===== src/xxhash64_stream_hasher_macros.svh =====
// Assertion macros used by the xxHash64 hasher RTL.
`ifndef XXHASH64_STREAM_HASHER_MACROS_SVH
`define XXHASH64_STREAM_HASHER_MACROS_SVH
`ifndef NO_ASSERTIONS
`define XXH_ASSERT_IMP(lbl, ante, cons) \
  lbl: assert property (@(posedge clk) disable iff (!rst_n) (ante) |-> (cons)) \
    else $error("xxh: same-cycle check failed");
`define XXH_ASSERT_NXT(lbl, ante, cons) \
  lbl: assert property (@(posedge clk) disable iff (!rst_n) (ante) |=> (cons)) \
    else $error("xxh: next-cycle check failed");
`else
`define XXH_ASSERT_IMP(lbl, ante, cons)
`define XXH_ASSERT_NXT(lbl, ante, cons)
`endif
`endif


===== src/xxh_pkg.sv =====
// Types, constants and helper functions for the xxHash64 hasher.
`default_nettype none
package xxh_pkg;

  localparam logic [63:0] PRIME1 = 64'd11400714785074694791;
  localparam logic [63:0] PRIME2 = 64'd14029467366897019727;
  localparam logic [63:0] PRIME3 = 64'd1609587929392839161;
  localparam logic [63:0] PRIME4 = 64'd9650029242287828579;
  localparam logic [63:0] PRIME5 = 64'd2870177450012600261;

  // seed-zero lane start values: P1+P2, P2, 0, -P1
  localparam logic [63:0] LANE_INIT0 = PRIME1 + PRIME2;
  localparam logic [63:0] LANE_INIT1 = PRIME2;
  localparam logic [63:0] LANE_INIT2 = 64'd0;
  localparam logic [63:0] LANE_INIT3 = 64'd0 - PRIME1;

  typedef enum logic [3:0] {
    ST_IDLE, ST_STRIPE, ST_H_INIT, ST_MERGE, ST_ADD_LEN,
    ST_TAIL8, ST_TAIL4, ST_TAIL1, ST_AVAL, ST_FINISH
  } state_t;

  // multiplier operand source
  typedef enum logic [3:0] {
    SRC_WORD, SRC_LANE, SRC_LANE_ROT31, SRC_T_ROT31, SRC_H,
    SRC_H_ROT27, SRC_H_ROT23, SRC_H_ROT11, SRC_W32, SRC_BYTE,
    SRC_H_XS33, SRC_H_XS29
  } src_t;

  typedef enum logic [2:0] {PR_1, PR_2, PR_3, PR_4, PR_5} prime_t;

  // where the product goes when the multiply completes
  typedef enum logic [2:0] {
    DST_LANE_ADD, DST_LANE, DST_T, DST_H_XOR, DST_H, DST_H_ADD4, DST_H_ADD3
  } dst_t;

  typedef struct packed {
    logic       take;      // input item accepted this cycle
    logic       buf_we;
    logic [1:0] idx;       // lane / buffer index
    logic       use_buf;   // word operand from stripe buffer, else latched word
    logic       start;
    src_t       src;
    prime_t     prime;
    dst_t       dst;
    logic       h_init;
    logic       h_add_len;
    logic       finish;    // load result, clear message state
  } cmd_t;

  typedef struct packed {
    logic mul_done;
    logic len_ge32;
    logic out_free;
  } sts_t;

  function automatic logic [63:0] rotl64(input logic [63:0] x, input int r);
    return (x << r) | (x >> (64 - r));
  endfunction

  function automatic logic [3:0] clip_count(input logic [3:0] c);
    return (c > 4'd8) ? 4'd8 : c;
  endfunction

  function automatic logic [63:0] byte_mask(input logic [3:0] c);
    logic [63:0] m;
    m = '0;
    for (int i = 0; i < 8; i++) begin
      m[8*i +: 8] = (4'(i) < c) ? 8'hFF : 8'h00;
    end
    return m;
  endfunction

  function automatic logic [63:0] prime_val(input prime_t p);
    logic [63:0] v;
    case (p)
      PR_1: v = PRIME1;
      PR_2: v = PRIME2;
      PR_3: v = PRIME3;
      PR_4: v = PRIME4;
      PR_5: v = PRIME5;
      default: v = PRIME1;
    endcase
    return v;
  endfunction

endpackage
`default_nettype wire


===== src/xxh_ctrl.sv =====
// Controller: sequences stripe rounds, lane merge, tail and avalanche steps.
`default_nettype none
`include "xxhash64_stream_hasher_macros.svh"
module xxh_ctrl (
  input  wire logic          clk,
  input  wire logic          rst_n,
  input  wire logic          in_valid,
  input  wire logic [3:0]    in_count,
  input  wire logic          in_last,
  output logic               in_ready,
  input  wire xxh_pkg::sts_t sts,
  output xxh_pkg::cmd_t      cmd
);

  xxh_pkg::state_t state_r, state_nxt, small_state;
  logic [1:0] idx_r, idx_nxt;
  logic [1:0] op_r, op_nxt;
  logic       issued_r, issued_nxt;
  logic [1:0] pos_r, pos_nxt;
  logic [3:0] cnt_r, cnt_nxt;
  logic       fin_r, fin_nxt;
  logic [3:0] clip;
  logic       op_state;
  logic       more_buf;

  assign clip = xxh_pkg::clip_count(in_count);

  assign op_state = (state_r == xxh_pkg::ST_STRIPE) || (state_r == xxh_pkg::ST_MERGE) ||
                    (state_r == xxh_pkg::ST_TAIL8) || (state_r == xxh_pkg::ST_TAIL4) ||
                    (state_r == xxh_pkg::ST_TAIL1) || (state_r == xxh_pkg::ST_AVAL);

  assign small_state = (cnt_r >= 4'd4) ? xxh_pkg::ST_TAIL4 :
                       (cnt_r != 4'd0) ? xxh_pkg::ST_TAIL1 : xxh_pkg::ST_AVAL;

  // another buffered word follows the current one
  assign more_buf = (idx_r != pos_r) && (({1'b0, idx_r} + 3'd1) != {1'b0, pos_r});

  // next state
  always_comb begin
    state_nxt  = state_r;
    idx_nxt    = idx_r;
    op_nxt     = op_r;
    pos_nxt    = pos_r;
    cnt_nxt    = cnt_r;
    fin_nxt    = fin_r;
    issued_nxt = issued_r;
    if (op_state && !issued_r) issued_nxt = 1'b1;
    if (sts.mul_done) issued_nxt = 1'b0;

    case (state_r)
      xxh_pkg::ST_IDLE: begin
        idx_nxt = 2'd0;
        op_nxt  = 2'd0;
        if (in_valid) begin
          if (!in_last) begin
            if (pos_r == 2'd3) begin
              state_nxt = xxh_pkg::ST_STRIPE;
              fin_nxt   = 1'b0;
            end else begin
              pos_nxt = pos_r + 2'd1;
            end
          end else if (clip == 4'd8 && pos_r == 2'd3) begin
            // full final word closes a stripe: run it, no tail left
            state_nxt = xxh_pkg::ST_STRIPE;
            fin_nxt   = 1'b1;
            cnt_nxt   = 4'd0;
          end else begin
            state_nxt = xxh_pkg::ST_H_INIT;
            cnt_nxt   = clip;
          end
        end
      end
      xxh_pkg::ST_STRIPE: begin
        if (sts.mul_done) begin
          if (op_r == 2'd1) begin
            op_nxt = 2'd0;
            if (idx_r == 2'd3) begin
              idx_nxt   = 2'd0;
              pos_nxt   = 2'd0;
              state_nxt = fin_r ? xxh_pkg::ST_H_INIT : xxh_pkg::ST_IDLE;
            end else begin
              idx_nxt = idx_r + 2'd1;
            end
          end else begin
            op_nxt = op_r + 2'd1;
          end
        end
      end
      xxh_pkg::ST_H_INIT: begin
        idx_nxt   = 2'd0;
        op_nxt    = 2'd0;
        state_nxt = sts.len_ge32 ? xxh_pkg::ST_MERGE : xxh_pkg::ST_ADD_LEN;
      end
      xxh_pkg::ST_MERGE: begin
        if (sts.mul_done) begin
          if (op_r == 2'd2) begin
            op_nxt = 2'd0;
            if (idx_r == 2'd3) state_nxt = xxh_pkg::ST_ADD_LEN;
            else idx_nxt = idx_r + 2'd1;
          end else begin
            op_nxt = op_r + 2'd1;
          end
        end
      end
      xxh_pkg::ST_ADD_LEN: begin
        idx_nxt = 2'd0;
        op_nxt  = 2'd0;
        if (pos_r != 2'd0 || cnt_r == 4'd8) state_nxt = xxh_pkg::ST_TAIL8;
        else state_nxt = small_state;
      end
      xxh_pkg::ST_TAIL8: begin
        if (sts.mul_done) begin
          if (op_r == 2'd2) begin
            op_nxt = 2'd0;
            if (more_buf) begin
              idx_nxt = idx_r + 2'd1;
            end else if (idx_r != pos_r && cnt_r == 4'd8) begin
              idx_nxt = idx_r + 2'd1;
            end else if (cnt_r == 4'd8) begin
              state_nxt = xxh_pkg::ST_AVAL;
            end else begin
              state_nxt = small_state;
            end
          end else begin
            op_nxt = op_r + 2'd1;
          end
        end
      end
      xxh_pkg::ST_TAIL4: begin
        if (sts.mul_done) begin
          if (op_r == 2'd1) begin
            op_nxt    = 2'd0;
            cnt_nxt   = cnt_r - 4'd4;
            state_nxt = (cnt_r != 4'd4) ? xxh_pkg::ST_TAIL1 : xxh_pkg::ST_AVAL;
          end else begin
            op_nxt = op_r + 2'd1;
          end
        end
      end
      xxh_pkg::ST_TAIL1: begin
        if (sts.mul_done) begin
          if (op_r == 2'd1) begin
            op_nxt  = 2'd0;
            cnt_nxt = cnt_r - 4'd1;
            if (cnt_r == 4'd1) state_nxt = xxh_pkg::ST_AVAL;
          end else begin
            op_nxt = op_r + 2'd1;
          end
        end
      end
      xxh_pkg::ST_AVAL: begin
        if (sts.mul_done) begin
          if (op_r == 2'd1) begin
            op_nxt    = 2'd0;
            state_nxt = xxh_pkg::ST_FINISH;
          end else begin
            op_nxt = op_r + 2'd1;
          end
        end
      end
      xxh_pkg::ST_FINISH: begin
        if (sts.out_free) begin
          state_nxt = xxh_pkg::ST_IDLE;
          pos_nxt   = 2'd0;
          cnt_nxt   = 4'd0;
        end
      end
      default: state_nxt = xxh_pkg::ST_IDLE;
    endcase
  end

  // outputs
  always_comb begin
    cmd           = '0;
    cmd.src       = xxh_pkg::SRC_H;
    cmd.prime     = xxh_pkg::PR_1;
    cmd.dst       = xxh_pkg::DST_H;
    cmd.take      = (state_r == xxh_pkg::ST_IDLE) && in_valid;
    cmd.buf_we    = cmd.take && !in_last && (pos_r != 2'd3);
    cmd.idx       = (state_r == xxh_pkg::ST_IDLE) ? pos_r : idx_r;
    cmd.start     = op_state && !issued_r;
    cmd.h_init    = (state_r == xxh_pkg::ST_H_INIT);
    cmd.h_add_len = (state_r == xxh_pkg::ST_ADD_LEN);
    cmd.finish    = (state_r == xxh_pkg::ST_FINISH) && sts.out_free;
    case (state_r)
      xxh_pkg::ST_STRIPE: begin
        cmd.use_buf = (idx_r != 2'd3);
        if (op_r == 2'd0) begin
          cmd.src = xxh_pkg::SRC_WORD;       cmd.prime = xxh_pkg::PR_2;
          cmd.dst = xxh_pkg::DST_LANE_ADD;
        end else begin
          cmd.src = xxh_pkg::SRC_LANE_ROT31; cmd.prime = xxh_pkg::PR_1;
          cmd.dst = xxh_pkg::DST_LANE;
        end
      end
      xxh_pkg::ST_MERGE: begin
        if (op_r == 2'd0) begin
          cmd.src = xxh_pkg::SRC_LANE;    cmd.prime = xxh_pkg::PR_2;
          cmd.dst = xxh_pkg::DST_T;
        end else if (op_r == 2'd1) begin
          cmd.src = xxh_pkg::SRC_T_ROT31; cmd.prime = xxh_pkg::PR_1;
          cmd.dst = xxh_pkg::DST_H_XOR;
        end else begin
          cmd.src = xxh_pkg::SRC_H;       cmd.prime = xxh_pkg::PR_1;
          cmd.dst = xxh_pkg::DST_H_ADD4;
        end
      end
      xxh_pkg::ST_TAIL8: begin
        cmd.use_buf = (idx_r != pos_r);
        if (op_r == 2'd0) begin
          cmd.src = xxh_pkg::SRC_WORD;    cmd.prime = xxh_pkg::PR_2;
          cmd.dst = xxh_pkg::DST_T;
        end else if (op_r == 2'd1) begin
          cmd.src = xxh_pkg::SRC_T_ROT31; cmd.prime = xxh_pkg::PR_1;
          cmd.dst = xxh_pkg::DST_H_XOR;
        end else begin
          cmd.src = xxh_pkg::SRC_H_ROT27; cmd.prime = xxh_pkg::PR_1;
          cmd.dst = xxh_pkg::DST_H_ADD4;
        end
      end
      xxh_pkg::ST_TAIL4: begin
        if (op_r == 2'd0) begin
          cmd.src = xxh_pkg::SRC_W32;     cmd.prime = xxh_pkg::PR_1;
          cmd.dst = xxh_pkg::DST_H_XOR;
        end else begin
          cmd.src = xxh_pkg::SRC_H_ROT23; cmd.prime = xxh_pkg::PR_2;
          cmd.dst = xxh_pkg::DST_H_ADD3;
        end
      end
      xxh_pkg::ST_TAIL1: begin
        if (op_r == 2'd0) begin
          cmd.src = xxh_pkg::SRC_BYTE;    cmd.prime = xxh_pkg::PR_5;
          cmd.dst = xxh_pkg::DST_H_XOR;
        end else begin
          cmd.src = xxh_pkg::SRC_H_ROT11; cmd.prime = xxh_pkg::PR_1;
          cmd.dst = xxh_pkg::DST_H;
        end
      end
      xxh_pkg::ST_AVAL: begin
        if (op_r == 2'd0) begin
          cmd.src = xxh_pkg::SRC_H_XS33;  cmd.prime = xxh_pkg::PR_2;
        end else begin
          cmd.src = xxh_pkg::SRC_H_XS29;  cmd.prime = xxh_pkg::PR_3;
        end
        cmd.dst = xxh_pkg::DST_H;
      end
      default: cmd.use_buf = 1'b0;
    endcase
  end

  assign in_ready = (state_r == xxh_pkg::ST_IDLE);

  always_ff @(posedge clk) begin
    if (!rst_n) begin
      state_r  <= xxh_pkg::ST_IDLE;
      idx_r    <= 2'd0;
      op_r     <= 2'd0;
      issued_r <= 1'b0;
      pos_r    <= 2'd0;
      cnt_r    <= 4'd0;
      fin_r    <= 1'b0;
    end else begin
      state_r  <= state_nxt;
      idx_r    <= idx_nxt;
      op_r     <= op_nxt;
      issued_r <= issued_nxt;
      pos_r    <= pos_nxt;
      cnt_r    <= cnt_nxt;
      fin_r    <= fin_nxt;
    end
  end

  `XXH_ASSERT_IMP(a_done_pending, sts.mul_done, issued_r)
  `XXH_ASSERT_NXT(a_single_issue, cmd.start, !cmd.start)
  `XXH_ASSERT_IMP(a_tail1_count, state_r == xxh_pkg::ST_TAIL1, cnt_r != 4'd0 && cnt_r < 4'd4)
  `XXH_ASSERT_NXT(a_finish_idle, cmd.finish, state_r == xxh_pkg::ST_IDLE && pos_r == 2'd0)

endmodule
`default_nettype wire


===== config.mk =====
export PLATFORM = sky130hd
export DESIGN_NAME = xxh_ctrl
export DESIGN_NICKNAME = d
export VERILOG_FILES = /design/src/xxh_pkg.sv /design/src/xxh_ctrl.sv
export VERILOG_INCLUDE_DIRS = /design/src /design/src/src
export SDC_FILE = /design/constraint.sdc
export NUM_CORES = 1
export LEC_CHECK = 0
export BUFFER_PORTS_ARGS = -buffer_cell sky130_fd_sc_hd__buf_2
export CORE_ASPECT_RATIO = 0.9
export CORE_MARGIN = 5
export CORE_UTILIZATION = 51
export DETAILED_ROUTE_END_ITERATION = 8
export PLACE_DENSITY_LB_ADDON = 0.12
export SLEW_MARGIN = 20
export SYNTH_ARGS = -nofsm -noshare
export SYNTH_HDL_FRONTEND = slang
export SYNTH_SLANG_ARGS = --single-unit

===== constraint.sdc =====
create_clock -name clk -period 2.45 [get_ports clk]
set_clock_uncertainty 0.2 [all_clocks]
set_input_delay 0.3675 -clock clk [delete_from_list [all_inputs] [get_ports clk]]
set_output_delay 0.3675 -clock clk [all_outputs]
set_load 0.05 [all_outputs]

Word level (Yosys, flattened, before mapping)
Index checks and enable logic that the tools add are counted.

cells by class
  add/subtract/negate cells = 6
  $lt $le $gt $ge = 2
  eq/ne operators = 49
  multiplexer cells = 77
  bitwise gates (word level) = 1
  reductions and logical operators = 35

operator list
  operator                                              number
  two-way mux 4 bit                                     35
  case mux 10 bit (6 select lines)                      1
  two-way mux 2 bit                                     24
  case mux 4 bit (10 select lines)                      1
  two-way mux 9 bit                                     4
  != test 2 bit (second input constant)                 16
  != test 2 x 1 -> 1 bit (second input constant)        12
  two-way mux 10 bit                                    2
  AND reduction 20 bit                                  1
  equality test 4 x 3 -> 1 bit (second input constant)  4
  equality test 4 bit (second input constant)           4
  case mux 4 bit (4 select lines)                       1
  AND reduction 8 bit                                   2
  case mux 2 bit (3 select lines)                       2
  nonzero test 4 bit                                    3
  AND reduction 9 bit                                   1
  equality test 4 x 1 -> 1 bit (second input constant)  2
  equality test 4 x 2 -> 1 bit (second input constant)  2
  logical AND 1 bit                                     8
  two-way mux 8 bit                                     1
  case mux 2 bit (4 select lines)                       1
  adder 2 x 1 -> 2 bit (second input constant)          3
  equality test 2 bit (second input constant)           3
  logical OR 1 bit                                      6
  24 further kinds                                      31

word-level totals
  register bits = 16
  input bits = 11
  logic and storage cells = 177

Depth between registers and ports, before layout
Gate-level depths: netlist of run 1.

  word-level depth = 9
  gate-level depth with buffers = 8
  mapped depth without buffers = 8

Worst setup path after synthesis of run 1
OpenSTA, ideal clock, no wires.

  kind = register -> output
  from = reg pos_r[1]
  to = out cmd[14] in the netlist's numbering
  data arrival time = 3.263 ns
  required time = 1.882 ns
  path slack = -1.380 ns
  stages on the path, launching flop included = 5
  buffers on the path = 1
  cell sequence = dfxtp_1 > clkbuf_1 > xor2_1 > nor3_1 > a2111oi_0

RTL lines
  element                   RTL line         RTL
  start: declaration        xxh_ctrl.sv:19   logic [1:0] pos_r, pos_nxt;
  start signal: assignment  xxh_ctrl.sv:267  pos_r <= pos_nxt;
  end: declaration          xxh_ctrl.sv:12   output xxh_pkg::cmd_t cmd

==> flow_summary.yaml, run 1 <==
status:
  outcome: "finished clean"
yosys:
  synth_top_area_share_pct: 17.3
  synth_edf_count: 0
  syn-num-nets: 280
  synth_top_family_by_area: "compound AO/OA/AOI/OAI gates"
  ys_seq_area_share_pct: 17.3
  synth-xor-area-share_pct: 1.83
  synth-adder-area-share_pct: 6.77
  syn_avg_cell_area_um2: 7.14
  synth-simple-area-share_pct: 29.4
  yosys_warnings: 0
  yosys-top-cells-area: "dfxtp_1, ha_1, nor2_1, nand2_1, a21oi_1"
  synth_cell_type_count: 66
  synth_mux_area_share_pct: 2.77
  synthFlopType: "dfxtp_1"
  netlist_instances: 259
  synth_compound_area_share_pct: 34.9
  ys_ff_latch: 16
  syn_area_mm2: 0.00185
  ys_async_sr_fraction_pct: 0
  synth_top_cell_by_area: "dfxtp_1"
place:
  gp_congestion: 0.949
  port_buffers: 30
  hpwlAfterDp_um: 4310
  dp_cells: 341
critical_path:
  crit_family: "buffers and inverters"
  path_buf_inv: 3
  critPathSlowestCell: "dfxtp_1"
  cp_max_fo: 25
  start_kind: "register"
  critPathArrivalTime_ns: 1.83
  cp.required_ns: 1.88
  critPathCaptureType: "output pin"
  critical_path_class: "register to output pin"
  worstPathCellList: "buf_12 > inv_1 > nand3_2 > o21ai_0 > nor2b_4 > buf_2"
  cpPeakStageDelay_ns: 0.35
cells_and_area:
  diodes: 0
  fill_cells: 305
  area_delta_synth_final_pct: 27.1
  fin_nets: 325
  layout-drive-gt1-share_pct: 30.0
  fin_cells: 347
run:
  max-cap-violations: 0
floorplanning:
  dieWidth_um: 73.5
  num_rows: 20
  ios: 31
  dieArea_mm2: 0.00493
  die_y_um: 67.1
  start_util_pct: 53.9
  core-area_mm2: 0.00343
clocking:
  cts_root_buf: "clkbuf_8"
  h-tree-depth: 1
  cts_buffers: 3
  holdBufCountCts: 0
  clk_pin_slew_ns: 0.08
  clock_sinks: 16
  cts_buffer_depth: 2
  cts_tree: "built"
  clkLatencyLatePin_ns: 0.27
global_routing:
  met2_usage_pct: 38.8
  grtUsageTotal_pct: 25.2
  grt_max_degree: 26
  antenna_found_initial: 0
  grt_pass1_wl_um: 9700
  grtUsageMet1_pct: 35.4
  grt_pass1_vias: 2033
  met3_usage_pct: 4.83
  overflow: 0
  busiest_layer: "met2"
timing:
  finalCriticalPeriod_ns: 2.40
  rsz0062_at_grt: "true"
  finalCritPeriodShare_pct: 97.9
  setup_viol: 0
  slew_violations: 0
  hold_violations: 0
  max_freq_mhz: 417
  worstMarginPinSlew_ns: 0.555
  timing.slew.headroom_pct: 63.0
detailed_routing:
  dr.pass1.iters: 5
  vias_per_cell: 6.14
  num_vias: 2129
  wl_per_cell_um: 16.9
  drt_iter0_drc: 240
  drc: 0
  ant_nets: 0
  routed_wl_um: 5850
power_and_ir_drop:
  p_leak_nw: 1.08
  powerDensity_mw_per_mm2: 1240
  irDropWorstVdd_v: 0.000858
  p_total_mw: 2.91
min_path:
  min_path_type: "input pin to register"
[logic make-up (layout without fill, tap and decap cells)]
group	after synthesis	after routing
adders and majority gates	10	10
AOI/OAI and AO/OA	89	89
muxes	5	5
buffers and inverters	33	77
xor gates and xnor gates	3	3
DFF	16	16
and+or+nand+nor	103	103
[where the power goes]
group          total (mW)  internal (mW)  switching, mW
clock network       0.262          0.144          0.118
registers           0.416          0.330         0.0864
logic                2.24          0.847           1.39
total                2.91           1.32           1.59
[placed cells by master (no fill, tap or decap), types with 3 or more instances in the layout]
| master | n |
|---|---|
| nand2_1 | 20 |
| nand3b_1 | 4 |
| nor2b_1 | 6 |
| o21ai_1 | 10 |
| mux2i_1 | 4 |
| a31o_1 | 3 |
| clkbuf_8 | 4 |
| nor3_1 | 3 |
| buf_4 | 28 |
| or2_1 | 3 |
| nand3_1 | 5 |
| nand2b_1 | 6 |
| a21o_1 | 5 |
| a22oi_1 | 5 |
| inv_1 | 14 |
| o211a_1 | 5 |
| buf_2 | 27 |
| a21oi_1 | 13 |
| dfxtp_1 | 14 |
| a21oi_2 | 3 |
| o21ai_0 | 13 |
| ha_1 | 9 |
| nor2_1 | 25 |
| and2_1 | 4 |
[Yosys cell counts, types with 2 or more instances]
cell type   n
inv_1      14
o311a_1     2
a21oi_1    16
buf_2       4
nor2_1     27
dfxtp_1    16
or2_1       3
nand2_1    22
clkbuf_1   10
nor2b_1     8
nand3_1     6
a22oi_1     5
nand2b_1    6
o32a_1      2
a21boi_1    2
and2_1      4
a31o_1      3
buf_1       4
and4b_1     2
ha_1       10
mux2i_1     4
a21o_1      5
a21boi_0    2
a22o_1      2
o21ai_0    15
nor3_1      5
and3_1      2
o2111ai_1   2
nand4b_1    2
o31ai_1     2
o21ai_1     8
o211a_1     5
nand3b_1    4
o211ai_1    2
or3_1       2
[flip-flops by register name, indices dropped and copies added, names as in the netlist]
register / count
cnt_r: 4
fin_r: 1
idx_r: 2
issued_r: 1
op_r: 2
pos_r: 2
state_r: 4
[worst register-to-register path, delay by kind of cell (launching register included)]
family	cells	cell delay, ns
simple gates	2	0.39
flops	1	0.39
fa+ha+maj	1	0.42
compound gates	4	0.67
buf+inv	1	0.18
[per-layer routing]
| layer | part of all wire, % | wire length (um) | vias up |
|---|---|---|---|
| li1 | - | - | 1031 |
| met1 | 45 | 2630 | 993 |
| met2 | 45 | 2620 | 89 |
| met3 | 8.1 | 474 | 16 |
| met4 | 2.1 | 125 | 0 |
| met5 | 0 | 0 | - |
[what timing repair did]
item / in CTS / in global routing
gates resized for setup: 2 / 9
pin swaps: 1 / 1
endpoints found under the setup margin: 6 / 14
buffers inserted: 1 / 1
[final timing paths]
check              startpoint         end  slack (ns)  cells past startpoint
setup / recovery   state_r[0]     cmd[13]        0.05                      6
hold / removal    in_count[1]    cnt_r[1]        0.23                      4
setup reg to reg     idx_r[1]  state_r[3]        0.08                      8
hold reg to reg      issued_r    issued_r        0.38                      1
[final cells by class]
type | instances | area, um^2 | share of cell area (%)
tap | 44 | 55.1 | 2.34
clock buffer | 4 | 55.1 | 2.34
sequential | 16 | 323 | 13.7
multi-input combinational | 210 | 1480 | 63.0
timing repair buffer | 58 | 380 | 16.2
inverter | 15 | 56.3 | 2.40
[metrics by stage]
stage / setup TNS, ns / util, % / instance area (um^2) / setup WS, ns / hold WS [ns]
after floorplan: -0.310 / - / 1920 / -0.0919 / 0.301
after global placement: 0 / 65.6 / 2250 / 0.0663 / 0.342
after detailed placement: 0 / 65.6 / 2250 / 0.00269 / 0.366
after CTS: 0 / 67.6 / 2320 / 0.00339 / 0.239
after global routing: -0.0353 / 68.5 / 2350 / -0.0326 / 0.238
final: 0 / 68.5 / 2350 / 0.0508 / 0.227
Note: power is estimated with default switching activity, not from simulation.
==> inputs of run 2 (changes only) <==
BUFFER_PORTS_ARGS = -buffer_cell sky130_fd_sc_hd__buf_4   (was -buffer_cell sky130_fd_sc_hd__buf_2)
clock period = 2.11 ns   (was 2.45 ns; I/O delays follow)
==> flow_summary.yaml, run 2 <==
clocking:
  h-tree-depth: 1
  cts_buffers: 3
  cts_root_buf: "clkbuf_8"
  cts_buffer_depth: 2
  clock_sinks: 16
  holdBufCountCts: 0
floorplanning:
  die_y_um: 67.1
  dieWidth_um: 73.5
  num_rows: 20
  ios: 31
  start_util_pct: 53.9
global_routing:
  grtUsageTotal_pct: 72.5
  antenna_found_initial: 1
  grt_max_degree: 20
  overflow: 52
yosys:
  yosys.cell_count.top_type: "nor2_1"
  ys_ff_latch: 16
  synthFlopType: "dfxtp_1"
  synth-simple-area-share_pct: 29.4
  synth_top_cell_by_area: "dfxtp_1"
  netlist_instances: 259
  synth_top_area_share_pct: 17.3
  synthTopCellsByCount: "nor2_1, nand2_1, a21oi_1, dfxtp_1, o21ai_0"
  synth_cell_type_count: 66
  syn_area_mm2: 0.00185
  syn-num-nets: 280
  ys_async_sr_fraction_pct: 0
  synth_mux_area_share_pct: 2.77
  synth_edf_count: 0
  ys_seq_area_share_pct: 17.3
  synth_compound_area_share_pct: 34.9
  yosys_warnings: 0
  yosys-top-cells-area: "dfxtp_1, ha_1, nor2_1, nand2_1, a21oi_1"
  synth-adder-area-share_pct: 6.77
  syn_avg_cell_area_um2: 7.14
  synth_top_family_by_area: "compound AO/OA/AOI/OAI gates"
  synth-xor-area-share_pct: 1.83
timing:
  worst-ep-kind: "register data pin"
  grt_worst_setup_endpoint: "state_r[3]$_SDFFE_PN0P_/D"
status:
  haltStage: "global routing"
  outcome: "aborted with a tool error"
  stop_error: "[ERROR GRT-0232] Routing congestion too high. Check the congestion heatmap in the GUI."
place:
  port_buffers: 30
  hpwlAfterDp_um: 4900
  gp_congestion: 0.909
  dp_cells: 368
run 2: cell counts after synthesis:
No cell type changed its count.
run 2: kinds of logic after synthesis:
family / after synthesis
flip-flops: 16
multiplexers: 5
buffers and inverters: 33
adder cells (fa/ha/maj): 10
AND/OR/NAND/NOR: 103
AO/OA/AOI/OAI: 89
XOR/XNOR: 3
run 2: stage by stage:
step / hold slack (ns) / setup WS, ns / area, um^2 / TNS, ns / util (%)
floorplan: 0.286 / -0.394 / 2020 / -2.71 / -
detailed placement: 0.392 / -0.128 / 2580 / -0.495 / 75.4
CTS: 0.187 / -0.0792 / 3040 / -0.393 / 88.8
global placement: 0.342 / -0.0575 / 2580 / -0.171 / 75.4
run 2: routing by layer:
layer,GRT usage [%],GRT overflow
met5,12.2,0
met4,78.1,22
met3,57.9,0
met2,88.1,29
met1,71.1,1
run 2: repair_timing:
action                                  4_1_cts
resized for setup                            61
pin swaps                                    18
buffers inserted                             22
endpoints found under the setup margin       20
==> inputs of run 3 (changes only) <==
CORE_ASPECT_RATIO = unset   (was 0.9)
CORE_UTILIZATION = 40   (was 51)
PLACE_DENSITY_LB_ADDON = 0.15   (was 0.12)
clock period = 2.75 ns   (was 2.11 ns; I/O delays follow)
==> flow_summary.yaml, run 3 (synthesized netlist as in run 1, its figures left out) <==
floorplanning:
  die_y_um: 78.0
  dieArea_mm2: 0.00608
  num_rows: 24
  dieWidth_um: 78.0
  start_util_pct: 41.9
  ios: 31
  core-area_mm2: 0.00441
min_path:
  min_path_type: "input pin to register"
  holdPathStages: 2
place:
  dpl-instance-area_mm2: 0.00218
  dp_cells: 334
  port_buffers: 30
  gp_congestion: 0.906
  place_ws_ns: 0.281
  hpwlAfterDp_um: 4260
power_and_ir_drop:
  combinationalPowerShare_pct: 74.1
  p_int_mw: 1.09
  swShare_pct: 55.2
  p_sw_mw: 1.35
  p_leak_nw: 1.00
  clkPwrFrac_pct: 9.0
  powerDensity_mw_per_mm2: 1090
  pwr-share-seq_pct: 17.0
  irDropWorstVdd_v: 0.000424
clocking:
  cts_root_buf: "clkbuf_8"
  holdBufCountCts: 0
  clock_sinks: 16
  cts_buffer_depth: 2
  cts_tree: "built"
  clkLatencyLatePin_ns: 0.26
  post_cts_buffers: 0
  cts_buffers: 3
  h-tree-depth: 1
  clk_pin_slew_ns: 0.07
cells_and_area:
  utilization_pct: 50.8
  diodes: 0
  fin_cells: 338
  fin_nets: 308
  fin_area_mm2: 0.00224
  area_delta_synth_final_pct: 21.2
  reg.largest.list: "cnt_r: 4 flops, state_r: 4 flops"
  layout-drive-gt1-share_pct: 22.0
  mostFrequentLayoutCells: "buf_4, nor2_1, nand2_1"
  layout_commonest_cell: "buf_4"
detailed_routing:
  ant_nets: 0
  wl_per_cell_um: 16.5
  drt_iter0_drc: 188
  drc: 0
  routed_wl_um: 5570
  dr.pass1.iters: 5
  vias_per_cell: 5.95
  num_vias: 2011
timing:
  worstMarginPinSlew_ns: 0.569
  timing.slew.headroom_pct: 62.1
  hold_violations: 0
  slew_violations: 0
  fin_ws_ns: 0.154
  max_freq_mhz: 385
  setup_viol: 0
  finalCriticalPeriod_ns: 2.60
  finalCritPeriodShare_pct: 94.4
  rsz0062_at_grt: "false"
global_routing:
  grt_max_degree: 20
  overflow: 0
  grtUsageTotal_pct: 18.5
  antenna_found_initial: 0
  grt_pass1_vias: 1940
  grt_pass1_wl_um: 9410
critical_path:
  critPathArrivalTime_ns: 1.98
  cp_max_fo: 12
  cp.required_ns: 2.14
  reg2reg_depth: 8
  critPathCaptureType: "output pin"
  critical_path_class: "register to output pin"
  start_kind: "register"
status:
  outcome: "finished clean"
run:
  max-cap-violations: 0
[run 3: through the flow]
step           TNS, ns  total power, mW  hold WS [ns]
3_5_place_dp         0             2.20         0.311
5_1_grt              0             2.63         0.262
4_1_cts              0             2.44         0.260
6_report             0             2.44         0.260
3_3_place_gp         0             2.21         0.300
2_1_floorplan  -0.0103             1.73         0.291
[run 3: area by class of cell]
| type | instances | area (um^2) |
|---|---|---|
| clock buffer | 4 | 55.1 |
| timing repair buffer | 41 | 308 |
| multi-input combinational | 210 | 1440 |
| tap | 52 | 65.1 |
| sequential | 16 | 323 |
| inverter | 15 | 56.3 |
| fill | 448 | 2170 |
[run 3: timing repair]
item                                    CTS  global route
endpoints found under the hold margin     0             0
resized for setup                         0             2
endpoints found under the setup margin    0             3
[run 3: power by group through the flow]
stage | sequential [mW] | combinational, mW | clock [mW]
floorplan | 0.338 | 1.40 | 0
global placement | 0.419 | 1.79 | 0
detailed placement | 0.417 | 1.79 | 0
CTS | 0.411 | 1.80 | 0.224
global route | 0.428 | 1.96 | 0.237
finish | 0.414 | 1.81 | 0.219
[run 3: layer usage]
metal,wire length [um],up-vias,global-route usage (%)
met5,0,-,0
met2,2610,81,31.2
met1,2520,929,24.7
li1,-,995,-
met4,46,0,3.55
met3,401,6,3.36
[run 3: worst paths after layout]
check | slack (ns) | from | to
worst max-delay path | 0.15 | state_r[2] | cmd[13]
worst min register to register | 0.32 | issued_r | issued_r
worst max register to register | 0.25 | cnt_r[0] | state_r[2]
worst min-delay path | 0.26 | in_last | fin_r
[run 3: critical path, cell delays in order, from the launching register on]
cell	delay, ns
dfxtp_1	0.48
buf_4	0.26
nor2_1	0.24
nand3_1	0.22
o21ai_0	0.16
nor2b_2	0.18
buf_4	0.19
